--- src/rtl/lri_pkg.sv ---
// Shared types and constants of the linear interpolation resampler.
`default_nettype none

package lri_pkg;

  localparam int MAX_CHANNELS = 8;
  localparam int SAMPLE_BITS  = 16;
  localparam int FRAC_BITS    = 16;
  localparam int MAX_RESULTS  = 64;

  localparam int CH_BITS      = 3;   // channel index
  localparam int CH_CFG_BITS  = 4;   // channels register
  localparam int STEP_BITS    = 21;  // step register, Q5.16
  localparam int POS_BITS     = 22;  // source position stays below ONE_POS + max step
  localparam int CNT_BITS     = 7;   // results of one item, plus one frame of headroom
  localparam int FS_BITS      = 2;   // frames seen, saturating at two

  localparam int QUEUE_DEPTH  = 2;   // power of two
  localparam int QPTR_BITS    = 1;

  localparam int IN_DATA_BITS  = 16;
  localparam int OUT_DATA_BITS = 24;
  localparam int OUT_PAD_BITS  = OUT_DATA_BITS - SAMPLE_BITS - CH_BITS;

  localparam int APB_ADDR_BITS = 3;
  localparam int APB_DATA_BITS = 32;

  localparam logic [POS_BITS-1:0]  ONE_POS  = POS_BITS'(1) << FRAC_BITS;
  localparam logic [STEP_BITS-1:0] MIN_STEP = STEP_BITS'(ONE_POS >> 3);
  localparam logic [CH_CFG_BITS-1:0] CH_MIN = CH_CFG_BITS'(1);
  localparam logic [CH_CFG_BITS-1:0] CH_MAX = CH_CFG_BITS'(MAX_CHANNELS);

  localparam logic REG_CHANNELS = 1'b0;
  localparam logic REG_STEP     = 1'b1;

  typedef logic signed [SAMPLE_BITS-1:0] sample_t;
  typedef logic [MAX_CHANNELS-1:0][SAMPLE_BITS-1:0] frame_t;

  typedef enum logic [1:0] {
    END_NONE,
    END_ZERO,
    END_REPEAT
  } end_mode_e;

  typedef struct packed {
    logic [CH_CFG_BITS-1:0] ch_eff;
    logic [STEP_BITS-1:0]   step_eff;
  } lri_cfg_t;

  typedef struct packed {
    logic      frame_done;
    logic      interp;
    logic      block_end;
    end_mode_e end_mode;
    frame_t    frame;
  } lri_cmd_t;

endpackage

`default_nettype wire

--- src/rtl/lri_front.sv ---
// Input side: assembles frames, tracks frame count, issues commands to the back end.
`default_nettype none

module lri_front import lri_pkg::*; (
  input  wire logic     clk_i,
  input  wire logic     rst_ni,
  input  wire lri_cfg_t cfg_i,
  input  wire logic     valid_i,
  output logic          ready_o,
  input  wire sample_t  sample_i,
  input  wire logic     block_end_i,
  input  wire logic     full_i,
  output logic          push_o,
  output lri_cmd_t      cmd_o
);

  logic [CH_BITS-1:0] ci_q, ci_d, ci_inc;
  logic [FS_BITS-1:0] fs_q, fs_d, fs_mid;
  frame_t             cur_q, frame_d;
  logic               accept, done;

  assign ready_o = !full_i;
  assign accept  = valid_i && !full_i;

  always_comb begin
    ci_inc          = ci_q + 1'b1;
    frame_d         = cur_q;
    frame_d[ci_q]   = sample_i;
    done            = ({1'b0, ci_inc} >= cfg_i.ch_eff) || (ci_inc == '0);
    fs_mid          = fs_q;
    if (done && fs_q != 2'd2) begin
      fs_mid = fs_q + 1'b1;
    end
    ci_d = (done || block_end_i) ? '0 : ci_inc;
    fs_d = block_end_i ? '0 : fs_mid;

    cmd_o.frame_done = done;
    cmd_o.interp     = done && (fs_q != '0);
    cmd_o.block_end  = block_end_i;
    cmd_o.frame      = frame_d;
    if (!block_end_i || fs_mid == '0) begin
      cmd_o.end_mode = END_NONE;
    end else if (fs_mid == 2'd1) begin
      cmd_o.end_mode = END_ZERO;
    end else begin
      cmd_o.end_mode = END_REPEAT;
    end
  end

  assign push_o = accept && (done || block_end_i);

  always_ff @(posedge clk_i or negedge rst_ni) begin
    if (!rst_ni) begin
      ci_q <= '0;
      fs_q <= '0;
    end else if (accept) begin
      ci_q <= ci_d;
      fs_q <= fs_d;
    end
  end

  always_ff @(posedge clk_i) begin
    if (accept) begin
      cur_q <= frame_d;
    end
  end

endmodule

`default_nettype wire

--- src/rtl/lri_cmd_queue.sv ---
// Short command queue between the front and back ends.
`default_nettype none

module lri_cmd_queue import lri_pkg::*; (
  input  wire logic     clk_i,
  input  wire logic     rst_ni,
  input  wire logic     push_i,
  input  wire lri_cmd_t cmd_i,
  output logic          full_o,
  input  wire logic     pop_i,
  output logic          empty_o,
  output lri_cmd_t      head_o
);

  lri_cmd_t               mem_q [QUEUE_DEPTH];
  logic [QPTR_BITS-1:0]   wr_q, rd_q;
  logic [QPTR_BITS:0]     cnt_q;
  logic                   do_push, do_pop;

  assign full_o  = (cnt_q == (QPTR_BITS+1)'(QUEUE_DEPTH));
  assign empty_o = (cnt_q == '0);
  assign head_o  = mem_q[rd_q];
  assign do_push = push_i && !full_o;
  assign do_pop  = pop_i && !empty_o;

  always_ff @(posedge clk_i or negedge rst_ni) begin
    if (!rst_ni) begin
      wr_q  <= '0;
      rd_q  <= '0;
      cnt_q <= '0;
    end else begin
      if (do_push) begin
        wr_q <= wr_q + 1'b1;
      end
      if (do_pop) begin
        rd_q <= rd_q + 1'b1;
      end
      if (do_push && !do_pop) begin
        cnt_q <= cnt_q + 1'b1;
      end else if (do_pop && !do_push) begin
        cnt_q <= cnt_q - 1'b1;
      end
    end
  end

  always_ff @(posedge clk_i) begin
    if (do_push) begin
      mem_q[wr_q] <= cmd_i;
    end
  end

endmodule

`default_nettype wire

--- src/rtl/lri_back.sv ---
// Output side: walks output positions, interpolates per channel, drives results.
`default_nettype none

module lri_back import lri_pkg::*; (
  input  wire logic     clk_i,
  input  wire logic     rst_ni,
  input  wire lri_cfg_t cfg_i,
  input  wire logic     empty_i,
  input  wire lri_cmd_t head_i,
  output logic          pop_o,
  output logic          valid_o,
  input  wire logic     ready_i,
  output sample_t       sample_o,
  output logic [CH_BITS-1:0] channel_o,
  output logic          last_o
);

  typedef enum logic [1:0] {
    ST_IDLE,
    ST_FRAME,
    ST_END,
    ST_DONE
  } state_e;

  state_e               state_q;
  frame_t               wcur_q, prev_q;
  logic                 interp_q, block_end_q;
  end_mode_e            end_mode_q;
  logic [POS_BITS-1:0]  src_q;
  logic [CNT_BITS-1:0]  n_q, n_sum;
  logic [CH_BITS-1:0]   c_q, ch_last;

  sample_t              h_sample_q, o_sample_q;
  logic [CH_BITS-1:0]   h_ch_q, o_ch_q;
  logic                 hv_q, ov_q, o_last_q;

  logic                 o_free, gen_ok, span_active, fits, produce, skip, advance, flush, move;
  logic                 frame_end, below_one;
  sample_t              p, cv, value;
  logic signed [SAMPLE_BITS:0]     diff, frac;
  logic signed [2*SAMPLE_BITS+1:0] prod, rnd;
  logic signed [SAMPLE_BITS+1:0]   sh, sum;

  assign o_free    = !ov_q || ready_i;
  assign gen_ok    = !hv_q || o_free;
  assign below_one = src_q < ONE_POS;
  assign n_sum     = n_q + CNT_BITS'(cfg_i.ch_eff);
  assign fits      = n_sum <= CNT_BITS'(MAX_RESULTS);
  assign ch_last   = CH_BITS'(cfg_i.ch_eff - 1'b1);
  assign frame_end = (c_q == ch_last);

  always_comb begin
    span_active = 1'b0;
    case (state_q)
      ST_FRAME: span_active = interp_q && below_one;
      ST_END:   span_active = (end_mode_q != END_NONE) && below_one;
      default:  span_active = 1'b0;
    endcase
  end

  assign produce = span_active && fits && gen_ok;
  assign skip    = span_active && !fits;
  assign advance = skip || (produce && frame_end);
  assign flush   = (state_q == ST_DONE) && gen_ok;
  assign move    = hv_q && o_free && (produce || flush);
  assign pop_o   = (state_q == ST_IDLE) && !empty_i;

  // prev + ((cur - prev) * frac + half) >>> FRAC_BITS
  always_comb begin
    p    = sample_t'(prev_q[c_q]);
    cv   = sample_t'(wcur_q[c_q]);
    diff = {cv[SAMPLE_BITS-1], cv} - {p[SAMPLE_BITS-1], p};
    frac = {1'b0, src_q[FRAC_BITS-1:0]};
    prod = diff * frac;
    rnd  = prod + (2*SAMPLE_BITS+2)'(1 << (FRAC_BITS - 1));
    sh   = rnd[FRAC_BITS +: SAMPLE_BITS+2];
    sum  = {{2{p[SAMPLE_BITS-1]}}, p} + sh;
    if (state_q == ST_FRAME) begin
      value = sum[SAMPLE_BITS-1:0];
    end else if (end_mode_q == END_REPEAT) begin
      value = p;
    end else begin
      value = '0;
    end
  end

  always_ff @(posedge clk_i or negedge rst_ni) begin
    if (!rst_ni) begin
      state_q     <= ST_IDLE;
      interp_q    <= 1'b0;
      block_end_q <= 1'b0;
      end_mode_q  <= END_NONE;
      src_q       <= '0;
      n_q         <= '0;
      c_q         <= '0;
      hv_q        <= 1'b0;
      ov_q        <= 1'b0;
      o_last_q    <= 1'b0;
    end else begin
      case (state_q)
        ST_IDLE: begin
          if (!empty_i) begin
            interp_q    <= head_i.interp;
            block_end_q <= head_i.block_end;
            end_mode_q  <= head_i.end_mode;
            n_q         <= '0;
            c_q         <= '0;
            state_q     <= head_i.frame_done ? ST_FRAME : ST_END;
          end
        end
        ST_FRAME: begin
          if (!span_active) begin
            if (interp_q) begin
              src_q <= src_q - ONE_POS;
            end
            state_q <= ST_END;
          end
        end
        ST_END: begin
          if (!span_active) begin
            if (block_end_q) begin
              src_q <= '0;
            end
            state_q <= ST_DONE;
          end
        end
        ST_DONE: begin
          if (gen_ok) begin
            state_q <= ST_IDLE;
          end
        end
        default: state_q <= ST_IDLE;
      endcase

      if (advance) begin
        src_q <= src_q + POS_BITS'(cfg_i.step_eff);
      end
      if (produce) begin
        if (frame_end) begin
          c_q <= '0;
          n_q <= n_sum;
        end else begin
          c_q <= c_q + 1'b1;
        end
      end

      if (produce) begin
        hv_q <= 1'b1;
      end else if (flush) begin
        hv_q <= 1'b0;
      end
      if (move) begin
        ov_q     <= 1'b1;
        o_last_q <= flush;
      end else if (ov_q && ready_i) begin
        ov_q <= 1'b0;
      end
    end
  end

  always_ff @(posedge clk_i) begin
    if (pop_o) begin
      wcur_q <= head_i.frame;
    end
    if (state_q == ST_FRAME && !span_active) begin
      prev_q <= wcur_q;
    end
    if (produce) begin
      h_sample_q <= value;
      h_ch_q     <= c_q;
    end
    if (move) begin
      o_sample_q <= h_sample_q;
      o_ch_q     <= h_ch_q;
    end
  end

  assign valid_o   = ov_q;
  assign sample_o  = o_sample_q;
  assign channel_o = o_ch_q;
  assign last_o    = o_last_q;

`ifndef SYNTHESIS
  a_idle_nothing_held: assert property (@(posedge clk_i) disable iff (!rst_ni)
    state_q == ST_IDLE |-> !hv_q)
    else $error("held result left behind when back end went idle");

  a_result_limit: assert property (@(posedge clk_i) disable iff (!rst_ni)
    produce |-> (n_q + CNT_BITS'(cfg_i.ch_eff)) <= CNT_BITS'(MAX_RESULTS))
    else $error("result emitted beyond per-item limit");

  a_channel_range: assert property (@(posedge clk_i) disable iff (!rst_ni)
    state_q != ST_IDLE |-> {1'b0, c_q} < cfg_i.ch_eff)
    else $error("channel counter out of range");

  a_block_end_clears_pos: assert property (@(posedge clk_i) disable iff (!rst_ni)
    (state_q == ST_DONE && block_end_q) |-> src_q == '0)
    else $error("source position not cleared at block end");

  a_last_only_on_flush: assert property (@(posedge clk_i) disable iff (!rst_ni)
    (move && !flush) |=> !o_last_q)
    else $error("last flag set on a non-final result");
`endif

endmodule

`default_nettype wire

--- src/rtl/linear_interp_resampler_core.sv ---
// Top level of the linear interpolation resampler: config registers, front, queue, back.
//
//  channel      dir  tdata / payload                       tuser  tlast
//  s_axis       in   [15:0] sample                          -      block_end
//  m_axis       out  [15:0] out_sample, [18:16] channel     -      run_last
//  apb          in   0x0 channels[3:0], 0x4 step[20:0]      -      -
//
// The front end takes one input transfer per cycle while the 2-entry command queue has room.
// The back end emits one result per cycle while m_axis_tready is high; an item that completes
// a frame or ends a block is sequenced through ST_IDLE, ST_FRAME (frame items only), ST_END and ST_DONE.
// Reset is asynchronous, active low; no clearing pass is needed.
// Output stalls back up into the queue and then into s_axis_tready.
`default_nettype none

module linear_interp_resampler_core import lri_pkg::*; (
  input  wire logic                      clk_i,
  input  wire logic                      rst_ni,
  input  wire logic                      s_axis_tvalid,
  output logic                           s_axis_tready,
  input  wire logic [IN_DATA_BITS-1:0]   s_axis_tdata,   // [15:0] sample
  input  wire logic                      s_axis_tlast,
  output logic                           m_axis_tvalid,
  input  wire logic                      m_axis_tready,
  output logic [OUT_DATA_BITS-1:0]       m_axis_tdata,   // [15:0] out_sample, [18:16] channel
  output logic                           m_axis_tlast,
  input  wire logic                      psel,
  input  wire logic                      penable,
  input  wire logic                      pwrite,
  input  wire logic [APB_ADDR_BITS-1:0]  paddr,
  input  wire logic [APB_DATA_BITS-1:0]  pwdata,
  output logic [APB_DATA_BITS-1:0]       prdata,
  output logic                           pready
);

  logic [CH_CFG_BITS-1:0] channels_q;
  logic [STEP_BITS-1:0]   step_q;
  lri_cfg_t               cfg;
  logic                   wr_en;

  logic                   push, full, pop, empty;
  lri_cmd_t               cmd, head;
  sample_t                out_sample;
  logic [CH_BITS-1:0]     out_ch;

  assign pready = 1'b1;
  assign wr_en  = psel && penable && pwrite && pready;

  always_ff @(posedge clk_i or negedge rst_ni) begin
    if (!rst_ni) begin
      channels_q <= CH_CFG_BITS'(2);
      step_q     <= STEP_BITS'(65536);
    end else if (wr_en) begin
      if (paddr[2] == REG_STEP) begin
        step_q <= pwdata[STEP_BITS-1:0];
      end else begin
        channels_q <= pwdata[CH_CFG_BITS-1:0];
      end
    end
  end

  always_comb begin
    if (paddr[2] == REG_CHANNELS) begin
      prdata = APB_DATA_BITS'(channels_q);
    end else begin
      prdata = APB_DATA_BITS'(step_q);
    end
    if (channels_q == '0) begin
      cfg.ch_eff = CH_MIN;
    end else if (channels_q > CH_MAX) begin
      cfg.ch_eff = CH_MAX;
    end else begin
      cfg.ch_eff = channels_q;
    end
    cfg.step_eff = (step_q < MIN_STEP) ? MIN_STEP : step_q;
  end

  lri_front u_front (
    .clk_i       (clk_i),
    .rst_ni      (rst_ni),
    .cfg_i       (cfg),
    .valid_i     (s_axis_tvalid),
    .ready_o     (s_axis_tready),
    .sample_i    (sample_t'(s_axis_tdata[SAMPLE_BITS-1:0])),
    .block_end_i (s_axis_tlast),
    .full_i      (full),
    .push_o      (push),
    .cmd_o       (cmd)
  );

  lri_cmd_queue u_queue (
    .clk_i   (clk_i),
    .rst_ni  (rst_ni),
    .push_i  (push),
    .cmd_i   (cmd),
    .full_o  (full),
    .pop_i   (pop),
    .empty_o (empty),
    .head_o  (head)
  );

  lri_back u_back (
    .clk_i     (clk_i),
    .rst_ni    (rst_ni),
    .cfg_i     (cfg),
    .empty_i   (empty),
    .head_i    (head),
    .pop_o     (pop),
    .valid_o   (m_axis_tvalid),
    .ready_i   (m_axis_tready),
    .sample_o  (out_sample),
    .channel_o (out_ch),
    .last_o    (m_axis_tlast)
  );

  assign m_axis_tdata = {{OUT_PAD_BITS{1'b0}}, out_ch, out_sample};

endmodule

`default_nettype wire
--- config.mk ---
export PLATFORM = sky130hd
export DESIGN_NAME = linear_interp_resampler_core
export DESIGN_NICKNAME = d
export VERILOG_FILES = /design/src/rtl/lri_pkg.sv /design/src/rtl/lri_front.sv /design/src/rtl/lri_cmd_queue.sv /design/src/rtl/lri_back.sv /design/src/rtl/linear_interp_resampler_core.sv
export SDC_FILE = /design/constraint.sdc
export NUM_CORES = 2
export LEC_CHECK = 0
export ABC_AREA = 1
export BUFFER_PORTS_ARGS = -buffer_cell sky130_fd_sc_hd__buf_4
export CELL_PAD_IN_SITES_DETAIL_PLACEMENT = 1
export CELL_PAD_IN_SITES_GLOBAL_PLACEMENT = 1
export CORE_ASPECT_RATIO = 0.7
export CORE_UTILIZATION = 51
export DETAILED_ROUTE_END_ITERATION = 12
export PLACE_DENSITY = 0.78
export SLEW_MARGIN = 5
export SYNTH_ARGS = -nofsm -noshare
export SYNTH_HDL_FRONTEND = slang
export SYNTH_HIERARCHICAL = 1
export SYNTH_SLANG_ARGS = --single-unit
--- constraint.sdc ---
create_clock -name clk_i -period 11.9 [get_ports clk_i]
set_clock_uncertainty 0.2 [all_clocks]
set_input_delay 1.19 -clock clk_i [delete_from_list [all_inputs] [get_ports clk_i]]
set_output_delay 1.19 -clock clk_i [all_outputs]
set_load 0.005 [all_outputs]
# --- Word-level counts from Yosys, hierarchy flattened ---
# Memories as Yosys holds them, arrays and structs flattened.
# Index checks and enable logic that the tools add are counted.
word_totals:
  input_bits: 59
  wordCells: 192
  out_inout_bits: 60
  mem_count: 1
  mem_bits_rw: 266
  register_bits: 497
memory_table:
  columns: ["memory", "words", "word_bits", "rd", "rd_clocked_by_memory_dff", "write_ports", "line_no", "source"]
  rows:
  - ["u_queue.mem_q", 2, 133, 1, 0, 1, "lri_cmd_queue.sv:15", "lri_cmd_t mem_q [QUEUE_DEPTH];"]
op_classes:
  n_reduce_logical: 57
  eq_ne: 17
  mul: 1
  n_lt_le_gt_ge: 8
  add_sub_neg: 14
  muxes: 47
  n_bitwise: 2
ops:
  columns: ["op", "n"]
  rows:
  - ["128-bit bitwise mux", 1]
  - ["22-bit two-way mux", 5]
  - ["16-bit binary-select mux with 3-bit select", 2]
  - ["16-bit two-way mux", 5]
  - ["16-bit demux with 3-bit select", 1]
  - ["22-bit case mux with 2 select lines", 1]
  - ["21-bit two-way mux", 2]
  - ["32-bit by 17-bit adder with 32-bit output, second input constant", 1]
  - ["17-bit by 17-bit multiplier with 32-bit output", 1]
  - ["7-bit two-way mux", 4]
  - ["1-bit logical AND", 23]
  - ["22-bit by 21-bit adder with 22-bit output", 1]
  - ["22-bit by 17-bit < comparator with 1-bit output, second input constant", 1]
  - ["2-bit two-way mux", 11]
  - ["22-bit by 17-bit subtractor with 22-bit output, second input constant", 1]
  - ["21-bit by 14-bit < comparator with 1-bit output, second input constant", 1]
  - ["16-bit by 16-bit subtractor with 17-bit output", 1]
  - ["16-bit adder", 1]
  - ["3-bit two-way mux", 5]
  - ["2-bit nonzero test", 6]
  - ["2-bit != test, second input constant", 5]
  - ["1-bit zero test", 9]
  - ["2-bit == test, second input constant", 4]
  - ["3-bit by 4-bit < comparator with 1-bit output, second input constant", 2]
  - ["other kinds (28)", 52]

# --- Depth between registers and ports, before layout ---
depth:
  word_depth: 12
  depth_mapped: 59
  ltp_nobuf: 56

# --- Modules after synthesis ---
# Netlist, hierarchy kept.
by_module_without_submodules:
  columns: ["mod", "cells_per_inst", "seq_area_each_um2", "area_per_inst_um2", "instances"]
  rows:
  - ["lri_back", 2720, 9854.5, 26092.5, 1]
  - ["lri_cmd_queue", 726, 8087.8, 9903.2, 1]
  - ["lri_front", 497, 3968.8, 5621.6, 1]
  - ["linear_interp_resampler_core", 225, 628.1, 1519.0, 1]

# --- Worst setup path before layout ---
# Ideal clock, no wire load.
synth_timing:
  path_type: "input -> register"
  startpoint: "input s_axis_tvalid"
  endpoint: "memory u_queue/mem_q[1][0] (netlist name), enable pin"
  cell_stages: 6
  t_arrival_ns: 9.957
  t_required_ns: 11.073
  setup_slack_ns: 1.117
  path_buffers: 0
  setup_ns: 0.627
  path_cell_list: "nand2_1 inv_1 o21ai_0 inv_1 o21ai_0 nor2_1"
synth_via:
  elab_chain_len: 5
synth_lines:
  columns: ["element", "line_no", "source"]
  rows:
  - ["from (decl)", "linear_interp_resampler_core.sv:18", "input wire logic s_axis_tvalid,"]
  - ["1-bit logical AND", "lri_front.sv:23", "assign accept = valid_i && !full_i;"]
  - ["via u_front.accept", "lri_front.sv:20", "logic accept, done;"]
  - ["1-bit logical AND", "lri_front.sv:50", "assign push_o = accept && (done || block_end_i);"]
  - ["via push", "linear_interp_resampler_core.sv:40", "logic push, full, pop, empty;"]
  - ["1-bit logical AND", "lri_cmd_queue.sv:23", "assign do_push = push_i && !full_o;"]
  - ["1-bit two-way mux", "lri_cmd_queue.sv:47", "if (do_push) begin"]
  - ["1-bit two-way mux (not written as such)", "lri_cmd_queue.sv:48", "mem_q[wr_q] <= cmd_i;"]
  - ["to (decl)", "lri_cmd_queue.sv:15", null]
# The timed path passes the listed nets, and every way through them passes these cells.

# --- Final worst setup path ---
layout_timing:
  startpoint: "register u_back.c_q[0]"
  endpoint: "register u_back.h_sample_q[10] (data pin)"
layout_via:
  elab_chain_len: 7
  elab_cells_between_ends: 10
  cone_classes: "3 x add/sub; 1 x mul; 6 x mux"
layout_lines:
  columns: ["element", "line_no", "source"]
  rows:
  - ["from (decl)", "lri_back.sv:31", "logic [CH_BITS-1:0] c_q, ch_last;"]
  - ["from (signal assigned)", "lri_back.sv:143", "c_q <= c_q + 1'b1;"]
  - ["16-bit binary-select mux with 3-bit select (on tied branches)", "lri_back.sv:71, lri_back.sv:70", null]
  - ["16-bit two-way mux (on tied branches)", "lri_back.sv:71, lri_back.sv:70", null]
  - ["16-bit by 16-bit subtractor with 17-bit output", "lri_back.sv:72", "diff = {cv[SAMPLE_BITS-1], cv} - {p[SAMPLE_BITS-1], p};"]
  - ["17-bit by 17-bit multiplier with 32-bit output", "lri_back.sv:74", "prod = diff * frac;"]
  - ["32-bit by 17-bit adder with 32-bit output", "lri_back.sv:75", "rnd = prod + (2*SAMPLE_BITS+2)'(1 << (FRAC_BITS - 1));"]
  - ["16-bit adder", "lri_back.sv:77", "sum = {{2{p[SAMPLE_BITS-1]}}, p} + sh;"]
  - ["16-bit two-way mux *", "lri_back.sv:78", "if (state_q == ST_FRAME) begin"]
  - ["via u_back.value[10]", "lri_back.sv:39", "sample_t p, cv, value;"]
  - ["to (signal assigned)", "lri_back.sv:169", "h_sample_q <= value;"]
  - ["to (decl)", "lri_back.sv:33", "sample_t h_sample_q, o_sample_q;"]
# The timed path passes the listed nets; every way through them passes the cells marked *. The select of a mux whose other input is x is not followed.
# A chain may end at the register's enable or synchronous reset.

==> results.txt <==
The flow ran to the end, and the final reports show no timing, DRC or antenna violations. The most critical setup path has its startpoint at u_back/c_q[0]. The basic-gate share of the synthesized area counting and, or, nand and nor cells is between 10% and 20%. The worst path required time came out at 12.06 ns. In this run the mean area of a mapped cell was 10.35 um^2. The H-tree level count came out at 3. Wires add up to 128600 um.

The largest individual stage delay along the critical path comes from the cell fa_1. In the global route stage, overall resource usage came out at 30.50%. The synthesized netlist devotes 7.138% of its cell area to compound gates. The number of buffers inserted during clock tree synthesis is 76. The clock insertion delay at the later pin of the skew report came out at 0.66 ns.

Setup violations remaining at the end of the flow were counted as 0. Ranked by total cell area, the synthesized netlist is headed by edfxtp_1 48%, fa_1 13%, nand2_1 8.6%, inv_1 5.1%, ha_1 4.8%. From synthesis to final layout, the design area changed by 12.02%. Setup repair after global routing left no endpoint under its margin. Detailed placement ended at an HPWL of 89370 um.

Static timing analysis puts the maximum clock frequency at between 80 and 90 MHz. The initial utilization of the core area, before any placement, comes to 51.96%. The stage delay of the slowest cell on the critical path came out at 0.57 ns. The horizontal extent of the die is 349.6 um.

The count of synthesis-stage warnings from yosys is 6. The leakage power of the design came out at 21.55 nW. The critical path ends at u_back/h_sample_q[10]. The buffer levels on the longest clock path came out at 3. After synthesis, the largest family of logic cells by area is adder cells. The filler cells instantiated in the layout total 9039. Of the post-synthesis cell area, the part taken by muxes is 0%. For this block, the initial DRC count from the detailed router was 2640. The synthesized-area fraction occupied by xor and xnor cells came out at 1.378%. Entering global routing, the biggest net connects 101 pins. The routability congestion estimate came out at 0.9286.

The number of distinct library cell variants in the gate-level netlist after synthesis is 62. The detailed-route vias per instance came out at 5.626. The number of enable flip-flop cells after synthesis came out at 688. The peak supply drop came out at roughly 0.00023 V. The worst register-to-register path begins at u_back/c_q[0]. The predominant post-synthesis flop cell is edfxtp_1. The number of clock sinks came out at 763. The count of nets left with antenna violations after detail routing is 0. The detailed-route via count is between 30000 and 40000. STA classifies the critical path startpoint as a flip-flop. At the pin with the least slew margin, the transition time is 1.286 ns. For this run the aggregate overflow at the end of global routing stands at 0.

Of the total synthesized cell area, the portion taken by full adders, half adders and majority gates is 17.32%. The gate count after technology mapping is 4168. Max-cap violations in this run came to 0. The critical path data arrival time came out at between 10 and 15 ns. The share of post-route cells with drive strength above 1 is 10.00%. The library cell occupying the most area in the post-synthesis netlist is edfxtp_1. The first global-routing pass estimated 196300 um of wire. The flop and latch count out of synthesis is 763. The core area is between 80000 and 90000 um^2. The worst slack after detailed placement is 0.6701 ns. The setup slack of the worst register-to-register path is about 0.64 ns. The number of hold-repair buffers added at the cts stage came out at 0. The first detailed-routing pass took 5 iterations. The number of global-route vias before repair came out at 33102. The CTS root buffer is clkbuf_16. The count of buffers from port buffering came out at 88. For this design the ratio of total power to cell area is 297.3 nW/um^2.

The summed instance area of the synthesized netlist came out at between 40000 and 50000 um^2. The worst hold path belongs to the class input pin to async pin. Setup slack on the critical path of the routed design comes to 0.6433 ns.

The total negative slack for setup checks came out at 0 ns. The number of cell rows is 88. The share of synthesized flip-flops with an asynchronous set or reset is 9.830%. The max-slew headroom at the worst pin came out at 14.03%.

The ratio of final minimum period to clock period came out at a little over nine tenths. The number of top-level pins is 119. The area of the die came out at 85770 um^2. The number of cells on the worst reg-to-reg path is 56.

The cell repeated most along the worst path is nand2_1. The worst register-to-register path ends at u_back/h_sample_q[10]. The per-cell routed wire length came out at roughly 23 um. The top cell type by area accounts for 47.89% of the synthesized area. The die is 245.3 um tall. STA classifies the critical path endpoint as a flip-flop. The final-stage net count is 4846. The hold violation count in the final report is 0.

The initial antenna violation count is 4. The path type of the worst setup path is flip-flop to flip-flop. The max-slew violation count came out at 0. In the routed design, unresolved DRC markers number 0. The minimum clock period after layout is 11.26 ns. The sequential share of the synthesized area came out at 52.25%. The clock tree from TritonCTS is done. Along the worst path, the maximum fanout reaches 25. After clock tree synthesis, the clock-pin slew on the worst setup and hold paths is 0.08 ns.
[logic make-up after synthesis]
logic type / count (synthesis)
AOI/OAI and AO/OA: 551
xor gates and xnor gates: 67
adders and majority gates: 435
buffers and inverters: 766
DFF: 763
other: 2
and+or+nand+nor: 1584
[sequential cells by signal (all words and copies together) (netlist names), 2 cells and up]
| register | count |
|---|---|
| channels_q | 4 |
| step_q | 21 |
| u_back/c_q | 3 |
| u_back/channel_o | 3 |
| u_back/end_mode_q | 2 |
| u_back/h_ch_q | 3 |
| u_back/h_sample_q | 16 |
| u_back/n_q | 7 |
| u_back/prev_q | 128 |
| u_back/sample_o | 16 |
| u_back/src_q | 22 |
| u_back/state_q | 2 |
| u_back/wcur_q | 128 |
| u_front/ci_q | 3 |
| u_front/cur_q | 128 |
| u_front/fs_q | 2 |
| u_queue/cnt_q | 2 |
| u_queue/mem_q | 266 |
[repair_timing]
item | in CTS | in global routing
setup buffers | 0 | 3
setup endpoints to repair | 0 | 5
gates resized for setup | 0 | 9
[final cells by class]
type / count / area, um^2 / share of cell area [%]
Sequential cell: 763 / 22550 / 46.67
Multi-Input combinational cell: 2654 / 17560 / 36.33
Inverter: 596 / 2255 / 4.666
Timing Repair Buffer: 261 / 2013 / 4.166
Clock buffer: 90 / 1954 / 4.045
Tap cell: 1125 / 1408 / 2.913
Clock inverter: 46 / 580.6 / 1.201
Antenna cell: 1 / 2.502 / 0.005179
[worst max-delay path, delay by kind of cell (launching register included)]
family	cells	cell delay, ns
compound gates	10	1.76
xor+xnor	2	0.27
simple gates	20	2.01
fa+ha+maj	10	4.58
flops	1	0.52
buf+inv	14	1.57
[placed cells by master, fill, tap and decap left out, types with 5 or more instances in the layout]
cell type / n
nand2_1: 992
edfxtp_1: 688
inv_1: 578
nor2_1: 420
o21ai_0: 327
fa_1: 270
buf_4: 256
ha_1: 165
nand3_1: 106
a21oi_1: 78
clkbuf_16: 76
dfrtp_1: 70
o22ai_1: 52
xor2_1: 43
xnor2_1: 23
clkinv_1: 21
o21ai_1: 20
a31oi_1: 18
conb_1: 17
nand4_1: 15
clkbuf_1: 14
o22ai_2: 12
o21bai_1: 10
clkinv_2: 10
bufinv_16: 9
nand2_2: 9
nor3_1: 9
a21o_1: 8
inv_2: 6
nor2_4: 5
clkinvlp_4: 5
or2_2: 5
[Yosys cell counts (5+ instances only)]
master / n
a21oi_1: 78
o21ai_1: 15
buf_2: 52
nor2_1: 423
nand2_1: 994
ha_1: 165
inv_2: 7
clkbuf_1: 69
edfxtp_1: 688
dfrtp_1: 73
nor3_1: 9
or2_2: 5
nand2_2: 7
a31oi_1: 20
xor2_1: 43
o21bai_1: 10
clkinv_1: 6
xnor2_1: 23
a21o_1: 8
inv_1: 581
nand4_1: 15
fa_1: 270
o22ai_1: 52
buf_4: 37
nand3_1: 106
o22ai_2: 12
o21ai_0: 332
[power by group]
part / switching, mW / internal [mW]
combinational: 5.04 / 2.20
clock: 1.09 / 1.39
sequential: 0.380 / 4.27
total: 6.51 / 7.85
[routing by layer]
layer	GRT usage (%)	routed length [um]
met3	5.507	9559
met2	48.61	59410
met5	0	28
met1	43.78	57180
met4	6.837	2377
[worst min-delay path by stage]
stage                          from                   to  slack (ns)
2_1_floorplan      u_back/h_ch_q[0]  u_back/channel_o[0]        0.20
3_3_place_gp       u_back/h_ch_q[2]  u_back/channel_o[2]        0.20
3_5_place_dp   u_back/h_sample_q[3]   u_back/sample_o[3]        0.21
4_1_cts                      rst_ni      u_front/ci_q[1]        0.11
5_1_grt                      rst_ni      u_front/ci_q[1]        0.13
6_report                     rst_ni      u_front/ci_q[1]        0.15
[through the flow]
step	cell area, um^2	std cells	util (%)	total power, mW	hold slack, ns
2_1_floorplan	43190	4183	-	8.473	0.2003
3_3_place_gp	45740	5396	55.10	11.23	0.2022
3_5_place_dp	45740	5396	55.10	11.64	0.2065
4_1_cts	48280	5532	58.15	14.26	0.1128
5_1_grt	48320	5535	58.20	15.05	0.1291
6_report	48320	5536	58.20	14.37	0.1470
Note: power is estimated with default switching activity, not from simulation.
